===== config.mk =====
export PLATFORM = sky130hd
export DESIGN_NAME = sliding_median_filter_mirror
export DESIGN_NICKNAME = d
export VERILOG_FILES = /design/src/hdl/smf_pkg.sv /design/src/hdl/sliding_median_filter_mirror.sv /design/src/hdl/smf_sort_cell.sv
export SDC_FILE = /design/constraint.sdc
export NUM_CORES = 1
export LEC_CHECK = 0
export ABC_AREA = 1
export BUFFER_PORTS_ARGS = -buffer_cell sky130_fd_sc_hd__buf_2
export CAP_MARGIN = 0
export CORE_ASPECT_RATIO = 1.1
export CORE_MARGIN = 5
export CORE_UTILIZATION = 26
export DETAILED_ROUTE_END_ITERATION = 16
export PLACE_DENSITY = 0.52
export SLEW_MARGIN = 20
export SYNTH_ARGS = -nofsm -noshare
export SYNTH_HDL_FRONTEND = slang
export SYNTH_SLANG_ARGS = --single-unit

===== constraint.sdc =====
create_clock -name clk -period 24.4 [get_ports clk]
set_input_delay 2.44 -clock clk [delete_from_list [all_inputs] [get_ports clk]]
set_output_delay 2.44 -clock clk [all_outputs]
set_load 0.005 [all_outputs]

===== src/hdl/smf_pkg.sv =====
`default_nettype none

package smf_pkg;

  // Fixed field widths of the sample stream and the register port.
  localparam int SAMPLE_W = 16;
  localparam int CFG_W    = 3;
  localparam int PDATA_W  = 32;
  localparam int PADDR_W  = 3;

  // The half width register and its value after reset.
  localparam logic             REG_HALF_WIDTH   = 1'b0;
  localparam logic [CFG_W-1:0] HALF_WIDTH_RESET = 3'd2;

  // Broadcast from the controller to every sorting cell.
  typedef struct packed {
    logic                       en;
    logic                       first;
    logic signed [SAMPLE_W-1:0] x;
  } feed_t;

  // What a cell hands to its right-hand neighbour.
  typedef struct packed {
    logic                       lt;
    logic                       vld;
    logic signed [SAMPLE_W-1:0] val;
  } link_t;

endpackage

`default_nettype wire


===== src/hdl/sliding_median_filter_mirror.sv =====
// Channel   | Handshake           | Payload
// ----------+---------------------+-----------------------------
// input     | in_valid / in_stall | sample[15:0] signed, last
// output    | out_valid/out_stall | filtered[15:0] signed, last_res
// register  | APB psel/penable    | half_width at byte address 0
//
// A sample that completes no output leaves the block idle. Each output is
// built from 2h+1 insertions into the row of sorting cells and a load of the
// output register, h being the half width; the input is stalled meanwhile.
// A full output register that is stalled holds the block in its load step.
// Reset is synchronous; it clears the controller and sets half_width to 2.
`default_nettype none

module sliding_median_filter_mirror #(
  parameter int MAX_HALF_WIDTH = 4
) (
  input  logic                                clk,
  input  logic                                rst,
  input  logic                                in_valid,
  output logic                                in_stall,
  input  logic signed [smf_pkg::SAMPLE_W-1:0] sample,
  input  logic                                last,
  output logic                                out_valid,
  input  logic                                out_stall,
  output logic signed [smf_pkg::SAMPLE_W-1:0] filtered,
  output logic                                last_res,
  input  logic                                psel,
  input  logic                                penable,
  input  logic                                pwrite,
  input  logic [smf_pkg::PADDR_W-1:0]         paddr,
  input  logic [smf_pkg::PDATA_W-1:0]         pwdata,
  output logic [smf_pkg::PDATA_W-1:0]         prdata,
  output logic                                pready
);

  localparam int DEPTH = 2 * MAX_HALF_WIDTH + 1;
  localparam int IW    = $clog2(DEPTH);
  localparam int CW    = $clog2(DEPTH + 1);
  localparam int HW    = $clog2(MAX_HALF_WIDTH + 1);
  localparam int AW    = IW + 2;

  typedef enum logic [1:0] {S_IDLE, S_FEED, S_DONE} state_t;

  state_t                              state;
  logic [smf_pkg::CFG_W-1:0]           half_width;
  logic [HW-1:0]                       h_eff;
  logic [HW-1:0]                       hcur;
  logic [CW-1:0]                       seen_count;
  logic [CW-1:0]                       cnt_inc;
  logic [IW-1:0]                       m;
  logic [IW-1:0]                       m_new;
  logic [IW-1:0]                       h_ext;
  logic [IW-1:0]                       pos;
  logic [IW-1:0]                       jj;
  logic [IW-1:0]                       two_h;
  logic [IW-1:0]                       d;
  logic                                at_end;
  logic                                in_acc;
  logic                                cfg_wr;
  logic signed [AW-1:0]                a_raw;
  logic signed [AW-1:0]                a_abs;
  logic signed [AW-1:0]                a_mir;
  logic signed [AW-1:0]                a_clp;
  logic signed [AW-1:0]                m_s;
  logic signed [smf_pkg::SAMPLE_W-1:0] history [DEPTH];
  logic signed [smf_pkg::SAMPLE_W-1:0] cell_val [DEPTH];
  smf_pkg::feed_t                      feed;
  smf_pkg::link_t                      links [DEPTH+1];

  // Register port: every write completes in its access cycle.
  assign pready = 1'b1;
  assign cfg_wr = psel && penable && pwrite && pready &&
                  (paddr[smf_pkg::PADDR_W-1] == smf_pkg::REG_HALF_WIDTH);
  assign prdata = (paddr[smf_pkg::PADDR_W-1] == smf_pkg::REG_HALF_WIDTH) ?
                  smf_pkg::PDATA_W'(half_width) : '0;

  always_ff @(posedge clk) begin
    if (rst) begin
      half_width <= smf_pkg::HALF_WIDTH_RESET;
    end else if (cfg_wr) begin
      half_width <= pwdata[smf_pkg::CFG_W-1:0];
    end
  end

  // Half widths above the supported maximum act as the maximum.
  always_comb begin
    if (int'(half_width) > MAX_HALF_WIDTH) begin
      h_eff = HW'(MAX_HALF_WIDTH);
    end else begin
      h_eff = HW'(half_width);
    end
  end

  assign in_stall = (state != S_IDLE);
  assign in_acc   = in_valid && !in_stall;

  // Sample history, newest first.
  always_ff @(posedge clk) begin
    if (in_acc) begin
      history[0] <= sample;
      for (int k = 1; k < DEPTH; k++) begin
        history[k] <= history[k-1];
      end
    end
  end

  // Position of the newest sample once this transaction is counted.
  assign cnt_inc = (seen_count < CW'(DEPTH)) ? seen_count + CW'(1) : seen_count;
  assign m_new   = IW'(cnt_inc - CW'(1));
  assign h_ext   = IW'(h_eff);
  assign two_h   = IW'({hcur, 1'b0});

  // Window tap to history age, with mirroring at both ends of the signal
  // and clamping for signals shorter than the window.
  always_comb begin
    m_s   = signed'(AW'(m));
    a_raw = signed'(AW'(pos) + AW'(jj) - AW'(hcur));
    a_abs = (a_raw < 0) ? -a_raw : a_raw;
    a_mir = (at_end && (a_abs > m_s)) ? (m_s + m_s) - a_abs : a_abs;
    if (a_mir < 0) begin
      a_clp = '0;
    end else if (a_mir > m_s) begin
      a_clp = m_s;
    end else begin
      a_clp = a_mir;
    end
    d = m - a_clp[IW-1:0];
  end

  // One window sample is inserted into the sorting row per cycle.
  assign feed.en    = (state == S_FEED);
  assign feed.first = (jj == '0);
  assign feed.x     = history[d];

  assign links[0] = '0;

  for (genvar k = 0; k < DEPTH; k++) begin : g_cell
    smf_sort_cell u_cell (
      .clk   (clk),
      .rst   (rst),
      .feed  (feed),
      .left  (links[k]),
      .right (links[k+1])
    );
    assign cell_val[k] = links[k+1].val;
  end

  // Controller and output register.
  always_ff @(posedge clk) begin
    if (rst) begin
      state      <= S_IDLE;
      seen_count <= '0;
      out_valid  <= 1'b0;
      at_end     <= 1'b0;
      jj         <= '0;
    end else begin
      // The load step decides the output register itself.
      if (out_valid && !out_stall && (state != S_DONE)) begin
        out_valid <= 1'b0;
      end
      unique case (state)
        S_IDLE: begin
          if (in_acc) begin
            m    <= m_new;
            hcur <= h_eff;
            jj   <= '0;
            if (last) begin
              seen_count <= '0;
              at_end     <= 1'b1;
              pos        <= (m_new > h_ext) ? m_new - h_ext : '0;
              state      <= S_FEED;
            end else begin
              seen_count <= cnt_inc;
              at_end     <= 1'b0;
              pos        <= m_new - h_ext;
              if (m_new >= h_ext) begin
                state <= S_FEED;
              end
            end
          end
        end
        S_FEED: begin
          jj <= jj + IW'(1);
          if (jj == two_h) begin
            state <= S_DONE;
          end
        end
        S_DONE: begin
          if (!out_valid || !out_stall) begin
            out_valid <= 1'b1;
            filtered  <= cell_val[IW'(hcur)];
            last_res  <= at_end && (pos == m);
            if (at_end && (pos != m)) begin
              pos   <= pos + IW'(1);
              jj    <= '0;
              state <= S_FEED;
            end else begin
              state <= S_IDLE;
            end
          end
        end
        default: begin
          state <= S_IDLE;
        end
      endcase
    end
  end

endmodule

`default_nettype wire


===== src/hdl/smf_sort_cell.sv =====
`default_nettype none

// One cell of the insertion sorter. The row of cells keeps its values in
// ascending order; an empty cell counts as larger than any sample.
module smf_sort_cell (
  input  logic            clk,
  input  logic            rst,
  input  smf_pkg::feed_t  feed,
  input  smf_pkg::link_t  left,
  output smf_pkg::link_t  right
);

  logic signed [smf_pkg::SAMPLE_W-1:0] val;
  logic                                vld;
  logic                                eff_vld;

  // The first insertion of a window treats every cell as empty.
  assign eff_vld = vld && !feed.first;

  // Tell the neighbour whether the new sample goes at or before this cell.
  assign right.lt  = !eff_vld || ($signed(feed.x) < val);
  assign right.vld = eff_vld;
  assign right.val = val;

  // Shift right when the sample lands further left, take it when it lands
  // here, otherwise hold.
  always_ff @(posedge clk) begin
    if (rst) begin
      vld <= 1'b0;
    end else if (feed.en) begin
      if (left.lt) begin
        val <= left.val;
        vld <= left.vld;
      end else if (right.lt) begin
        val <= feed.x;
        vld <= 1'b1;
      end else begin
        vld <= eff_vld;
      end
    end
  end

endmodule

`default_nettype wire


==> key figures <==
Critical path
  – Worst path arrival time: 11.24 ns
  – Most common cell on crit path: nand2_1
  – CP max FO: 45
  – CP Launch Type: flop
  – Largest stage delay on the critical path: 0.96 ns
  – Critical path type: flop to flop
  – Worst setup EP type: flop
  – Slowest library cell on the worst path: fa_1
  – WP data required: 24.57 ns

Synthesis
  – Syn avg cell area: 9.29 µm²
  – Register area share after synthesis: 0.501
  – Synthesized-area fraction occupied by adder cells: 0.106
  – Mapped cell area: 18900 µm²
  – Largest area contributor in the netlist: edfxtp_1
  – FF+latch count, synth: 323
  – Post-synthesis mux area share: 0
  – Synth top area share: 0.477
  – Count leader, synth: nand2_1
  – Largest cells by area after synthesis: edfxtp_1, ha_1, nand2_1
  – Xor-xnor portion of the synthesized cell area: 0.00741
  – Post-synth EDFFs: 300
  – Main flop type after synthesis: edfxtp_1
  – Cell count after synthesis: 2034
  – Commonest cells post-synth: nand2_1, edfxtp_1, inv_1
  – Compound-Gate Fraction of Synth Area: 0.123
  – Unique masters post-synth: 51
  – Synth warn: 0
  – Post-synthesis simple-gate area fraction: 0.179
  – Main combinational cell family by area after synthesis: simple AND/OR/NAND/NOR gates
  – Asr flop ratio synth: 0

Global route
  – Grt total ovfl: 0
  – First-pass GRT wire length: 72.6 mm
  – Number of global-route vias before repair: 13900
  – Largest net degree at the start of global routing: 86
  – Total GRT Usage: 0.112
  – Initial antenna violation count: 0

Clock tree
  – CTS buffer count: 40
  – Post-CTS Setup Inserts: 0
  – H-tree depth: 2
  – Clk root buf: clkbuf_16
  – Hold_buf cts: 0
  – CTS tree: yes
  – Post-CTS Resized: 0
  – Clock Tree Buf Depth: 3
  – Clock Pin Slew Worst Setup and Hold Paths: 0.06 ns
  – Worst skew pair latency: 0.55 ns
  – CTS sink cnt: 323

STA
  – Setup slack after layout: 13.33 ns
  – Final min period: 11.07 ns
  – Total negative slack: 0 ns
  – RSZ-0062 raised after global routing: no
  – Worst slew margin: 0.339
  – Fmax: 0.0903 GHz
  – Finish-stage setup viols: 0
  – Fin crit share: 0.454
  – Setup Skew: 0.0162 ns
  – Slew Viols, Final: 0
  – Worst-Margin Slew: 0.991 ns
  – Final Hold Viols: 0

Final layout
  – Diode count: 0
  – Proportion of layout cells with a drive suffix above 1: 0.0950
  – Final nets: 2289
  – Area delta synth->final: 12.7%
  – Final Instance Area: 21300 µm²

Routing
  – Final ANT Viol Nets: 0
  – WL final: 44.6 mm
  – Pre-antenna DRT Iters: 5
  – Vias: 14000
  – Vias per cell: 4.58
  – Iter 0 DRT Violations: 833
  – Routed WL per cell: 14.6 µm
  – Detailed-route DRC error count: 0

Placement
  – Placed wire-length estimate: 32.1 mm
  – DP Area: 20100 µm²
  – Global placer's final weighted congestion: 0.835
  – Buffers added on ports: 49
  – Dpl ws: 13.24 ns

Floorplanning
  – Die ar.: 78200 µm²
  – Die W: 267 µm
  – DIE HEIGHT: 293 µm
  – Starting Density: 0.263
  – Std-Cell Rows: 103
  – I/O pin count: 111
  – Core area: 71900 µm²

Status
  – Outcome: complete, no violations

Job
  – Maxcap violations: 0

Hold path
  – Hold Path Class: flop to flop
-- sequential cells by signal, indices dropped and copies added (netlist names) --
signal	cells
at_end	1
state	2
pos	4
history	144
half_width	3
hcur	3
g_cell.u_cell.val	128
last_res	1
out_valid	1
g_cell.u_cell.vld	8
seen_count	4
filtered	16
m	4
jj	4
-- cells by family after synthesis --
family	count (synthesis)
AND/OR/NAND/NOR	766
flip-flops	323
XOR/XNOR	16
other	2
AO/OA/AOI/OAI	396
adder cells (fa/ha/maj)	156
buffers and inverters	375
-- area by class of cell --
type	instances	area (µm²)
clock buffer	50	1060
timing repair buffer	77	455
sequential	323	9470
multi-input combinational	1364	7970
clock inverter	23	145
inverter	268	1010
fill	7481	50600
tap	945	1180
-- worst max-delay path: cells and delay by family (launching register included) --
| kind | cells | cell delay (ns) |
|---|---|---|
| buf+inv | 7 | 1.06 |
| simple gates | 13 | 2.51 |
| flops | 1 | 0.76 |
| fa+ha+maj | 8 | 3.67 |
| compound gates | 13 | 2.59 |
-- cells in the final DEF (no fill, tap or decap), types with 13 or more instances in the layout --
master,n
a211oi_1,15
a21oi_1,134
a221oi_1,15
a31oi_1,20
a32o_1,16
buf_2,49
buf_4,28
clkbuf_16,41
clkinv_1,13
conb_1,30
dfxtp_1,23
edfxtp_1,300
ha_1,149
inv_1,260
nand2_1,475
nand2_2,33
nand3_1,63
nand4_1,73
nor2_1,86
o211ai_1,18
o21ai_0,122
o21ai_1,18
o22ai_1,19
-- metrics by stage --
step            util  hold WS [ns]  instances
5_1_grt        0.296         0.450       3050
6_report       0.296         0.438       3050
2_1_floorplan      -         0.421       2062
3_3_place_gp   0.279         0.423       2977
4_1_cts        0.296         0.430       3050
3_5_place_dp   0.279         0.429       2977
-- layer usage --
metal,GRT usage,part of all wire,vias up,wire length [µm]
li1,-,-,7087,-
met1,0.148,0.45,6536,20200
met2,0.190,0.48,268,21600
met3,0.0187,0.042,69,1860
met4,0.0300,0.020,0,898
met5,0,0,-,0
-- path summary, 6_finish.rpt --
| kind | cells past startpoint | to | from | slack (ns) |
|---|---|---|---|---|
| setup reg to reg | 41 | g_cell[6].u_cell.val[14]$_DFFE_PP_ | hcur[1]$_DFFE_PP_ | 13.33 |
| hold / removal | 0 | history[8][7]$_DFFE_PP_ | history[7][7]$_DFFE_PP_ | 0.44 |
| setup / recovery | 41 | g_cell[6].u_cell.val[14]$_DFFE_PP_ | hcur[1]$_DFFE_PP_ | 13.33 |
| hold reg to reg | 0 | history[8][7]$_DFFE_PP_ | history[7][7]$_DFFE_PP_ | 0.44 |
Power is not shown: default switching activity piles up to over one toggle a cycle in this logic, so the estimate is an artifact.
